## config.mk

```make
export PLATFORM = sky130hd
export DESIGN_NAME = stx_etx_frame_receiver
export DESIGN_NICKNAME = d
export VERILOG_FILES = /design/src/hdl/stxr_pkg.sv /design/src/hdl/stx_etx_frame_receiver.sv /design/src/hdl/stxr_buf.sv /design/src/hdl/stxr_ctrl.sv
export VERILOG_INCLUDE_DIRS = /design/src /design/src/hdl
export SDC_FILE = /design/constraint.sdc
export NUM_CORES = 1
export LEC_CHECK = 0
export BUFFER_PORTS_ARGS = -buffer_cell sky130_fd_sc_hd__buf_2
export CORE_ASPECT_RATIO = 1.5
export CORE_MARGIN = 2
export CORE_UTILIZATION = 65
export CTS_CLUSTER_DIAMETER = 50
export CTS_CLUSTER_SIZE = 12
export DETAILED_ROUTE_END_ITERATION = 7
export PLACE_DENSITY_LB_ADDON = 0.1
export SLEW_MARGIN = 10
export SYNTH_ARGS = -nofsm -noshare
export SYNTH_HDL_FRONTEND = slang
export SYNTH_HIERARCHICAL = 1
export SYNTH_SLANG_ARGS = --single-unit
export TNS_END_PERCENT = 20
```

## constraint.sdc

```tcl
create_clock -name clk -period 9.4 [get_ports clk]
set_clock_uncertainty 0.15 [all_clocks]
set_input_delay 0.47 -clock clk [delete_from_list [all_inputs] [get_ports clk]]
set_output_delay 0.47 -clock clk [all_outputs]
set_load 0.02 [all_outputs]
```

## src/hdl/assert_macros.svh

```systemverilog
// Assertion macros for the RTL; the top-level receiver file includes them.
// Synthesis builds define SYNTHESIS, which turns every macro into nothing.
`ifndef ASSERT_MACROS_SVH
`define ASSERT_MACROS_SVH

`ifndef SYNTHESIS
// Property checked on every rising edge while reset is released.
`define ASSERT_CLK(lbl, clk, rstn, prop) \
    lbl: assert property (@(posedge clk) disable iff (!rstn) (prop)) \
        else $error("assertion failed");
// Condition that must never be true while reset is released.
`define ASSERT_NEVER(lbl, clk, rstn, cond) \
    lbl: assert property (@(posedge clk) disable iff (!rstn) !(cond)) \
        else $error("forbidden condition seen");
`else
`define ASSERT_CLK(lbl, clk, rstn, prop)
`define ASSERT_NEVER(lbl, clk, rstn, cond)
`endif

`endif

```

## src/hdl/stxr_pkg.sv

```systemverilog
`timescale 1ns / 1ps
// -----------------------------------------------------------------------------
// stxr_pkg
// Types, constants and helper functions of the STX/ETX frame receiver.
// -----------------------------------------------------------------------------
package stxr_pkg;

    localparam int BUFFER_DEPTH = 64;
    localparam int PTR_W        = $clog2(BUFFER_DEPTH);
    localparam int CNT_W        = $clog2(BUFFER_DEPTH + 1);

    // Control characters.
    localparam logic [7:0] CH_STX = 8'h02;
    localparam logic [7:0] CH_ETX = 8'h03;
    localparam logic [7:0] CH_ENQ = 8'h05;
    localparam logic [7:0] CH_ACK = 8'h06;
    localparam logic [7:0] CH_LF  = 8'h0A;
    localparam logic [7:0] CH_NAK = 8'h15;
    localparam logic [7:0] CH_RS  = 8'h1E;
    localparam logic [7:0] CH_US  = 8'h1F;
    localparam logic [7:0] CH_SPC = 8'h20;
    localparam logic [7:0] CH_TIL = 8'h7E;

    // Result kinds.
    localparam logic [1:0] KIND_STATUS  = 2'd0;
    localparam logic [1:0] KIND_PAYLOAD = 2'd1;
    localparam logic [1:0] KIND_REPLY   = 2'd2;

    // Status codes.
    localparam logic [2:0] ST_REJECT  = 3'd0;
    localparam logic [2:0] ST_STORED  = 3'd1;
    localparam logic [2:0] ST_FRAME   = 3'd2;
    localparam logic [2:0] ST_START   = 3'd3;
    localparam logic [2:0] ST_ENQ_ACK = 3'd4;
    localparam logic [2:0] ST_NONE    = 3'd0;

    // Configuration register indexes.
    localparam logic CFG_COMMAND = 1'b0;
    localparam logic CFG_LOG     = 1'b1;

    typedef struct packed {
        logic [1:0] kind;
        logic [7:0] data;
        logic [2:0] status;
        logic       last;
    } result_t;

    typedef struct packed {
        logic             we;
        logic [PTR_W-1:0] waddr;
        logic [7:0]       wdata;
        logic             re;
        logic [PTR_W-1:0] raddr;
    } mem_req_t;

    typedef struct packed {
        logic             busy;
        logic [CNT_W-1:0] fill;
    } ctl_status_t;

    function automatic logic storable(input logic [7:0] b,
                                      input logic [7:0] cmd,
                                      input logic [7:0] lg);
        logic printable;
        logic ctrl_char;
        printable = (b >= CH_SPC) && (b <= CH_TIL);
        ctrl_char = (b == CH_LF) || (b == CH_STX) || (b == CH_ETX) ||
                    (b == CH_ENQ) || (b == CH_ACK) || (b == CH_NAK) ||
                    (b == CH_RS) || (b == CH_US) || (b == cmd) || (b == lg);
        return printable || ctrl_char;
    endfunction

endpackage

```

## src/hdl/stx_etx_frame_receiver.sv

```systemverilog
`timescale 1ns / 1ps
// -----------------------------------------------------------------------------
// stx_etx_frame_receiver
// Byte-stream receiver for STX/ETX framed messages with enquiry replies.
// -----------------------------------------------------------------------------
// Each received byte yields one or more result items; the final item of a
// byte carries tlast and the status. Most bytes give a single status item and
// are taken at one per cycle while the output register can move. An ETX that
// closes a frame of N stored bytes streams those bytes from the 64-entry
// buffer memory (a first read, then one byte a cycle through the memory
// read port while the output register can move), and an enquiry reply
// sends STX, ACK and ETX; no new byte is taken until that run has been
// handed to the output register. The buffer memory needs no clearing after
// reset: only entries below the fill count are ever read.
`include "assert_macros.svh"

module stx_etx_frame_receiver (
    input  logic        clk,
    input  logic        rst_n,
    // Configuration: index 0 is command_code, index 1 is log_code.
    input  logic        cfg_we,
    input  logic        cfg_index,
    input  logic [7:0]  cfg_data,
    // Input stream.
    input  logic        s_tvalid,
    output logic        s_tready,
    input  logic [7:0]  s_tdata,   // [7:0] rx_byte
    // Output stream.
    output logic        m_tvalid,
    input  logic        m_tready,
    output logic [15:0] m_tdata,   // [7:0] data, [10:8] status, [15:11] zero
    output logic [1:0]  m_tuser,   // [1:0] kind
    output logic        m_tlast    // last
);
    import stxr_pkg::*;

    logic        slot_free;
    logic        res_valid;
    result_t     res;
    mem_req_t    mem_req;
    logic [7:0]  rd_data;
    ctl_status_t stat;

    logic        out_valid_reg;
    result_t     out_reg;

    // The output register frees up when it is empty or being taken this cycle.
    assign slot_free = !out_valid_reg || m_tready;

    stxr_ctrl u_ctrl (
        .clk       (clk),
        .rst_n     (rst_n),
        .cfg_we    (cfg_we),
        .cfg_index (cfg_index),
        .cfg_data  (cfg_data),
        .in_valid  (s_tvalid),
        .in_byte   (s_tdata),
        .in_ready  (s_tready),
        .slot_free (slot_free),
        .res_valid (res_valid),
        .res       (res),
        .mem_req   (mem_req),
        .rd_data   (rd_data),
        .stat      (stat)
    );

    stxr_buf u_buf (
        .clk     (clk),
        .req     (mem_req),
        .rd_data (rd_data)
    );

    always_ff @(posedge clk or negedge rst_n)
    begin
        if (!rst_n)
        begin
            out_valid_reg <= 1'b0;
        end
        else if (slot_free)
        begin
            out_valid_reg <= res_valid;
        end
    end

    // Payload register, loaded whenever the sequencer hands over an item.
    always_ff @(posedge clk)
    begin
        if (slot_free && res_valid)
        begin
            out_reg <= res;
        end
    end

    assign m_tvalid = out_valid_reg;
    assign m_tdata  = {5'd0, out_reg.status, out_reg.data};
    assign m_tuser  = out_reg.kind;
    assign m_tlast  = out_reg.last;

    // No byte is taken while a frame or reply run is in progress.
    `ASSERT_NEVER(a_no_accept_busy, clk, rst_n, stat.busy && s_tready)
    // The fill count never passes the buffer depth.
    `ASSERT_NEVER(a_fill_bound, clk, rst_n, stat.fill > CNT_W'(BUFFER_DEPTH))
    // Status-only items carry zero data.
    `ASSERT_CLK(a_status_zero, clk, rst_n,
        (m_tvalid && (m_tuser == KIND_STATUS)) |-> (m_tdata[7:0] == 8'd0))
    // Status is only given on the last item of a run.
    `ASSERT_CLK(a_status_last, clk, rst_n,
        (m_tvalid && !m_tlast) |-> (m_tdata[10:8] == ST_NONE))

endmodule

```

## src/hdl/stxr_buf.sv

```systemverilog
`timescale 1ns / 1ps
// -----------------------------------------------------------------------------
// stxr_buf
// Frame buffer: one write port and one read port with registered read data.
// -----------------------------------------------------------------------------
module stxr_buf (
    input  logic             clk,
    input  stxr_pkg::mem_req_t req,
    output logic [7:0]       rd_data
);
    import stxr_pkg::*;

    logic [7:0] mem [BUFFER_DEPTH];
    logic [7:0] rd_data_reg;

    always_ff @(posedge clk)
    begin
        if (req.we)
        begin
            mem[req.waddr] <= req.wdata;
        end
        if (req.re)
        begin
            rd_data_reg <= mem[req.raddr];
        end
    end

    assign rd_data = rd_data_reg;

endmodule

```

## src/hdl/stxr_ctrl.sv

```systemverilog
`timescale 1ns / 1ps
// -----------------------------------------------------------------------------
// stxr_ctrl
// Sequencer: classifies each byte, updates the buffer state and walks the
// buffer or the reply sequence when a frame closes.
// -----------------------------------------------------------------------------
module stxr_ctrl (
    input  logic                  clk,
    input  logic                  rst_n,
    input  logic                  cfg_we,
    input  logic                  cfg_index,
    input  logic [7:0]            cfg_data,
    input  logic                  in_valid,
    input  logic [7:0]            in_byte,
    output logic                  in_ready,
    input  logic                  slot_free,
    output logic                  res_valid,
    output stxr_pkg::result_t     res,
    output stxr_pkg::mem_req_t    mem_req,
    input  logic [7:0]            rd_data,
    output stxr_pkg::ctl_status_t stat
);
    import stxr_pkg::*;

    localparam logic [1:0] S_IDLE  = 2'd0;
    localparam logic [1:0] S_REPLY = 2'd1;
    localparam logic [1:0] S_DUMP  = 2'd2;

    logic [1:0]       state_reg, state_next;
    logic [CNT_W-1:0] fill_reg, fill_next;
    logic             open_reg, open_next;
    logic             first_enq_reg, first_enq_next;
    logic             step_reg, step_next;
    logic [PTR_W-1:0] idx_reg, idx_next;
    logic [7:0]       cmd_reg, log_reg;

    logic accept;
    logic dump_fin;

    assign in_ready = (state_reg == S_IDLE) && slot_free;
    assign accept   = in_valid && in_ready;
    assign dump_fin = ({1'b0, idx_reg} == (fill_reg - CNT_W'(1)));

    always_ff @(posedge clk or negedge rst_n)
    begin
        if (!rst_n)
        begin
            cmd_reg <= 8'd1;
            log_reg <= 8'd4;
        end
        else if (cfg_we)
        begin
            unique case (cfg_index)
                CFG_COMMAND: cmd_reg <= cfg_data;
                CFG_LOG:     log_reg <= cfg_data;
                default:     cmd_reg <= cmd_reg;
            endcase
        end
    end

    always_comb
    begin
        state_next     = state_reg;
        fill_next      = fill_reg;
        open_next      = open_reg;
        first_enq_next = first_enq_reg;
        step_next      = step_reg;
        idx_next       = idx_reg;
        res_valid      = 1'b0;
        res            = '{kind: KIND_STATUS, data: 8'd0, status: ST_NONE, last: 1'b1};
        mem_req        = '{we: 1'b0, waddr: fill_reg[PTR_W-1:0], wdata: in_byte,
                           re: 1'b0, raddr: idx_reg};

        unique case (state_reg)
            S_IDLE:
            begin
                if (accept)
                begin
                    res_valid = 1'b1;
                    if (in_byte == CH_STX)
                    begin
                        res.status = ST_START;
                        if (open_reg)
                        begin
                            fill_next = '0;
                            open_next = 1'b0;
                        end
                        else
                        begin
                            open_next = 1'b1;
                        end
                    end
                    else if ((in_byte == CH_ETX) && open_reg)
                    begin
                        if ((fill_reg != '0) && first_enq_reg)
                        begin
                            res        = '{kind: KIND_REPLY, data: CH_STX,
                                           status: ST_NONE, last: 1'b0};
                            step_next  = 1'b0;
                            state_next = S_REPLY;
                        end
                        else if (fill_reg == '0)
                        begin
                            res.status = ST_FRAME;
                            open_next  = 1'b0;
                        end
                        else
                        begin
                            // Nothing to emit yet; fetch the first stored byte.
                            res_valid   = 1'b0;
                            mem_req.re  = 1'b1;
                            mem_req.raddr = '0;
                            idx_next    = '0;
                            state_next  = S_DUMP;
                        end
                    end
                    else if (storable(in_byte, cmd_reg, log_reg) &&
                             (fill_reg < CNT_W'(BUFFER_DEPTH)))
                    begin
                        mem_req.we = 1'b1;
                        fill_next  = fill_reg + CNT_W'(1);
                        if (fill_reg == '0)
                        begin
                            first_enq_next = (in_byte == CH_ENQ);
                        end
                        res.status = ST_STORED;
                    end
                    else
                    begin
                        res.status = ST_REJECT;
                    end
                end
            end
            S_REPLY:
            begin
                if (slot_free)
                begin
                    res_valid = 1'b1;
                    if (!step_reg)
                    begin
                        res       = '{kind: KIND_REPLY, data: CH_ACK,
                                      status: ST_NONE, last: 1'b0};
                        step_next = 1'b1;
                    end
                    else
                    begin
                        res        = '{kind: KIND_REPLY, data: CH_ETX,
                                       status: ST_ENQ_ACK, last: 1'b1};
                        state_next = S_IDLE;
                    end
                end
            end
            S_DUMP:
            begin
                if (slot_free)
                begin
                    res_valid = 1'b1;
                    res       = '{kind: KIND_PAYLOAD, data: rd_data,
                                  status: dump_fin ? ST_FRAME : ST_NONE, last: dump_fin};
                    if (dump_fin)
                    begin
                        fill_next  = '0;
                        open_next  = 1'b0;
                        state_next = S_IDLE;
                    end
                    else
                    begin
                        // Fetch the next byte while this one goes out.
                        idx_next      = idx_reg + PTR_W'(1);
                        mem_req.re    = 1'b1;
                        mem_req.raddr = idx_reg + PTR_W'(1);
                    end
                end
            end
            default:
            begin
                state_next = S_IDLE;
            end
        endcase
    end

    always_ff @(posedge clk or negedge rst_n)
    begin
        if (!rst_n)
        begin
            state_reg     <= S_IDLE;
            fill_reg      <= '0;
            open_reg      <= 1'b0;
            first_enq_reg <= 1'b0;
            step_reg      <= 1'b0;
            idx_reg       <= '0;
        end
        else
        begin
            state_reg     <= state_next;
            fill_reg      <= fill_next;
            open_reg      <= open_next;
            first_enq_reg <= first_enq_next;
            step_reg      <= step_next;
            idx_reg       <= idx_next;
        end
    end

    assign stat = '{busy: (state_reg != S_IDLE), fill: fill_reg};

endmodule

```

==> flow_metrics.py, run 1 <==
metrics = {
    "clocking": {
        "numCtsBuffers": 53,
        "clk_latency_ns": 0.58,
        "htreeDepth": 2,
        "clockBufferDepth": 3,
        "ctsResizeCount": 0,
        "postCtsSetupBuffers": 0,
        "root_buffer": "clkbuf_16",
        "clk_pin_slew_ns": 0.06,
        "clkSinkCount": 569,
        "cts_tree": "yes",
    },
    "timing": {
        "relSlewSlack_pct": 31.3,
        "fmax_ghz": 0.166,
        "setup_tns_ns": 0,
        "report.final.slew_viol_count": 0,
        "rsz0062_at_grt": "no",
        "fin_crit_ns": 6.02,
        "setup_slack_ns": 3.38,
        "fin_crit_sh_pct": 64.1,
        "final-hold-violation-count": 0,
        "worst_pin_slew_ns": 1.03,
        "setup_viol": 0,
    },
    "pwr": {
        "power_density_nw_per_um2": 326,
        "leakagePower_uw": 0.00821,
        "switching_share_pct": 34.8,
        "combPwrFrac_pct": 41.5,
        "peakVddDrop_mv": 0.347,
        "p_clk_share_pct": 22.8,
        "switching_power_uw": 2890,
        "internal_power_uw": 5430,
        "seqPwrFrac_pct": 35.8,
    },
    "floorplanning": {
        "rows": 85,
        "initial_core_util_pct": 65.7,
        "fp.coreArea_sq_um": 35700,
        "die_h_um": 237,
        "ios": 43,
        "die-area_sq_um": 37700,
        "die_x_um": 159,
    },
    "critical_path": {
        "arrival_ns": 6.21,
        "crit_required_ns": 9.59,
        "worstSetupEndpointType": "flip-flop",
        "reg2reg_depth": 15,
        "critPathLaunchType": "flip-flop",
        "path_class": "flip-flop to flip-flop",
        "cp_max_fo": 36,
    },
    "layout": {
        "drive_above_1_share_pct": 20.6,
        "mostFrequentLayoutCell": "edfxtp_1",
        "regArea_sq_um": 16900,
        "fin_nets": 1375,
        "nFillCells": 2204,
        "multiInputGateArea_sq_um": 6070,
        "finalNonFillerCells": 1847,
        "antenna-diode-count": 0,
        "largest_reg_flops": 512,
        "top_register": "u_buf/mem",
        "syn_to_final_growth_pct": 8.70,
        "final_cell_mix": "534 x edfxtp_1, 124 x mux4_2, 117 x nor2_1",
    },
    "place": {
        "place_ws_ns": 3.52,
        "hpwl_um": 32900,
        "dp.cells": 1760,
        "io_buffers": 37,
        "gp_congestion": 0.901,
    },
    "logic_synthesis": {
        "synth_warnings": 6,
        "synth_area_per_cell_sq_um": 18.0,
        "syn_inst": 1308,
        "syn_area_sq_um": 23500,
    },
    "routing": {
        "drc": 0,
        "vias": 12476,
        "wl_met1_um": 18500,
        "routedWlPerCell_um": 28.6,
        "drtPass1Iterations": 6,
        "ant_nets": 0,
        "dr_wl_met2_um": 27700,
        "drt-initial-drc-count": 1393,
        "wirelength_um": 52800,
        "viasPerCell": 6.75,
        "wl_met3_um": 3490,
        "highest_layer": "met4",
    },
    "hold_path": {
        "hp-class": "input port to flip-flop",
        "hold_depth": 3,
    },
    "grt": {
        "grt_max_degree": 110,
        "gr-total-overflow": 0,
        "grt_first_pass_wirelength_um": 79200,
        "grt_pass1_vias": 12557,
        "grt_use_total_pct": 28.7,
        "antenna_found_initial": 0,
    },
    "status": {
        "status": "finished, final reports clean",
    },
    "job": {
        "drv_cap": 0,
    },
}
-- area by class of cell --
type | count | area share [%]
Sequential cell | 569 | 66.2
Multi-Input combinational cell | 642 | 23.8
Clock buffer | 75 | 5.68
Tap cell | 478 | 2.34
Timing Repair Buffer | 63 | 1.63
Inverter | 17 | 0.250
Clock inverter | 3 | 0.0784
-- power by group through the flow --
stage	clock [uW]	combinational, uW	sequential, uW
floorplan	0	2540	3020
global placement	0	3420	3020
detailed placement	0	3430	3030
CTS	1930	3450	2970
global route	2020	3620	2980
finish	1890	3450	2980
-- path summary, 6_finish.rpt --
kind	startpoint	endpoint	slack (ns)
worst max-delay path	u_ctrl/fill_reg[0]	u_buf/rd_data[0]	3.38
worst min-delay path	m_tready	m_tvalid	0.16
worst max register to register	u_ctrl/fill_reg[0]	u_buf/rd_data[0]	3.38
worst min register to register	u_ctrl/log_reg[6]	u_ctrl/log_reg[6]	0.38
max in group asynchronous	rst_n	u_ctrl/state_reg[1]	8.19
min in group asynchronous	rst_n	u_ctrl/fill_reg[1]	0.39
-- critical path, stage by stage, from the launching register on --
cell	delay, ns
dfrtp_1	0.70
inv_1	0.16
ha_1	0.32
or3_1	0.40
o311ai_1	0.26
o21ai_1	0.14
o211a_1	0.28
o31ai_2	0.47
nand2_1	0.19
o21ai_4	0.20
buf_4	0.68
mux4_2	0.58
nor2b_1	0.14
a2111oi_0	0.71
nor3_1	0.12
a22o_1	0.23
-- layer usage --
metal  global-route usage [%]  vias up
li1                         -     5293
met1                     35.7     6447
met2                     50.1      583
met3                     3.71      153
met4                     14.4        0
met5                        0        -
-- per-stage QoR --
stage	hold WS (ns)	power [uW]	util (%)	cell area, sq um
6_report	0.161	8320	71.5	25500
4_1_cts	0.144	8350	71.5	25500
5_1_grt	0.193	8630	71.5	25500
2_1_floorplan	0.0244	5560	-	23500
3_5_place_dp	0.365	6450	67.1	24000
3_3_place_gp	0.361	6440	67.1	24000
-- timing repair --
action / 4_1_cts / 5_1_grt
hold buffers: 9 / 0
hold endpoints to repair: 49 / 0
setup endpoints to repair: 0 / 0
(Power assumes the default switching activity.)
==> run 2: changes to the inputs <==
- CORE_UTILIZATION: 65 -> 62
- clock period: 9.4 -> 5.9 ns (I/O delays scaled with it)
==> flow_metrics.py, run 2 (synthesis gave the netlist of run 1 again) <==
metrics = {
    "layout": {
        "drive_above_1_share_pct": 21.5,
        "fin_nets": 1394,
        "mostFrequentLayoutCell": "edfxtp_1",
        "nFillCells": 2451,
        "antenna-diode-count": 0,
        "top_register": "u_buf/mem",
        "largest_reg_flops": 512,
        "final_cell_mix": "534 x edfxtp_1, 124 x mux4_2, 117 x nor2_1",
        "syn_to_final_growth_pct": 9.47,
        "fin_area_sq_um": 25700,
    },
    "routing": {
        "vias": 12446,
        "drtPass1Iterations": 6,
        "routedWlPerCell_um": 28.5,
        "drc": 0,
        "drt-initial-drc-count": 1344,
        "ant_nets": 0,
        "viasPerCell": 6.63,
        "wirelength_um": 53500,
    },
    "clocking": {
        "htreeDepth": 2,
        "clockBufferDepth": 3,
        "cts_tree": "yes",
        "clk_latency_ns": 0.58,
        "ctsResizeCount": 0,
        "numCtsBuffers": 53,
        "clk_pin_slew_ns": 0.06,
        "root_buffer": "clkbuf_16",
        "clkSinkCount": 569,
    },
    "grt": {
        "use_met3_pct": 3.75,
        "grt_pass1_vias": 12498,
        "grt_max_degree": 72,
        "gr-total-overflow": 0,
        "grt_util_met1_pct": 34.8,
        "busiest_layer": "met2",
        "antenna_found_initial": 0,
        "grt_first_pass_wirelength_um": 79800,
        "grt_use_total_pct": 27.8,
        "grt.met2_usage_pct": 49.2,
    },
    "timing": {
        "fmax_ghz": 0.188,
        "relSlewSlack_pct": 19.3,
        "setup_viol": 0,
        "rsz0062_at_grt": "no",
        "final-hold-violation-count": 0,
        "fin_crit_ns": 5.31,
        "setup_slack_ns": 0.586,
        "fin_crit_sh_pct": 90.1,
        "worst_pin_slew_ns": 1.20,
        "setup_tns_ns": 0,
        "report.final.slew_viol_count": 0,
    },
    "place": {
        "gp_congestion": 0.867,
        "placed_area_sq_um": 24200,
        "hpwl_um": 34500,
        "io_buffers": 37,
        "place_ws_ns": 0.662,
    },
    "hold_path": {
        "hp-class": "input port to flip-flop",
    },
    "critical_path": {
        "cpPeakStageDelay_ns": 0.72,
        "crit_path_frequent_cell": "mux4_2",
        "worstSetupEndpointType": "flip-flop",
        "cp_max_fo": 48,
        "cp_slowest_cell": "dfrtp_1",
        "path_class": "flip-flop to flip-flop",
        "arrival_ns": 5.48,
        "crit_required_ns": 6.07,
        "crit_buf_inv": 2,
        "cp_top_family": "compound AO/OA/AOI/OAI gates",
        "critPathLaunchType": "flip-flop",
        "path_cells": "inv_1 > ha_1 > or3_1 > o311ai_1 > o21ai_1 > o211a_1 > o31ai_2 > nand2_1 > o21ai_4 > buf_12 > mux4_2 > mux4_2 > o2111ai_1 > o41ai_1",
    },
    "floorplanning": {
        "rows": 87,
        "die_x_um": 163,
        "die-area_sq_um": 39500,
        "ios": 43,
        "fp.coreArea_sq_um": 37400,
        "initial_core_util_pct": 62.7,
        "die_h_um": 242,
    },
    "status": {
        "status": "finished, final reports clean",
    },
    "pwr": {
        "peakVddDrop_mv": 0.504,
        "leakagePower_uw": 0.00830,
        "power_density_nw_per_um2": 520,
    },
    "job": {
        "drv_cap": 0,
    },
}
[run 2: layout make-up]
type | instances | area [sq um] | area share [%]
clock inverters | 3 | 23.8 | 0.0925
well taps | 489 | 612 | 2.38
inverters | 17 | 63.8 | 0.248
multi-input cells | 642 | 6080 | 23.6
repair buffers | 82 | 616 | 2.39
flip-flops and latches | 569 | 16900 | 65.8
clock buffers | 75 | 1410 | 5.48
[run 2: through the flow]
stage	total power, uW	instances	utilization, %	hold slack (ns)
after CTS	13400	1877	68.7	0.0220
final	13400	1877	68.7	0.0529
after floorplan	8860	1312	-	-0.151
after global routing	13900	1877	68.7	0.0779
after detailed placement	10500	1787	64.5	0.296
after global placement	10400	1787	64.5	0.289
[run 2: worst reg2reg max path, stage by stage, from the launching register on]
cell and delay, ns:
dfrtp_1 0.72, inv_1 0.17, ha_1 0.33, or3_1 0.40, o311ai_1 0.24, o21ai_1 0.14, o211a_1 0.27, o31ai_2 0.42
nand2_1 0.19, o21ai_4 0.19, buf_12 0.37, mux4_2 0.62, mux4_2 0.50, o2111ai_1 0.23, o41ai_1 0.12
[run 2: worst paths after layout]
path                            depth (start not counted)  slack [ns]                from                 to
max in group asynchronous                               2        4.86               rst_n  u_ctrl/idx_reg[4]
worst min register to register                          1        0.38   u_ctrl/log_reg[6]  u_ctrl/log_reg[6]
worst max register to register                         14        0.59  u_ctrl/fill_reg[0]   u_buf/rd_data[7]
min in group asynchronous                               2        0.21               rst_n  u_ctrl/cmd_reg[7]
worst min-delay path                                    4        0.05            s_tvalid    u_ctrl/step_reg
worst max-delay path                                   14        0.59  u_ctrl/fill_reg[0]   u_buf/rd_data[7]
[run 2: routing by layer]
layer  vias to the layer above  share of wire [%]
met5                         -                  0
met1                      6527                 37
met2                       486                 54
met3                       120                5.6
li1                       5313                  -
met4                         0                4.1
[run 2: power by group]
| part | switching, uW | total (uW) | internal [uW] |
|---|---|---|---|
| registers | 128 | 4740 | 4610 |
| clock network | 1360 | 2990 | 1640 |
| logic | 3130 | 5640 | 2510 |
[run 2: timing repair]
action	4_1_cts	5_1_grt
hold buffers	12	0
buffers inserted	0	0
hold endpoints to repair	51	0
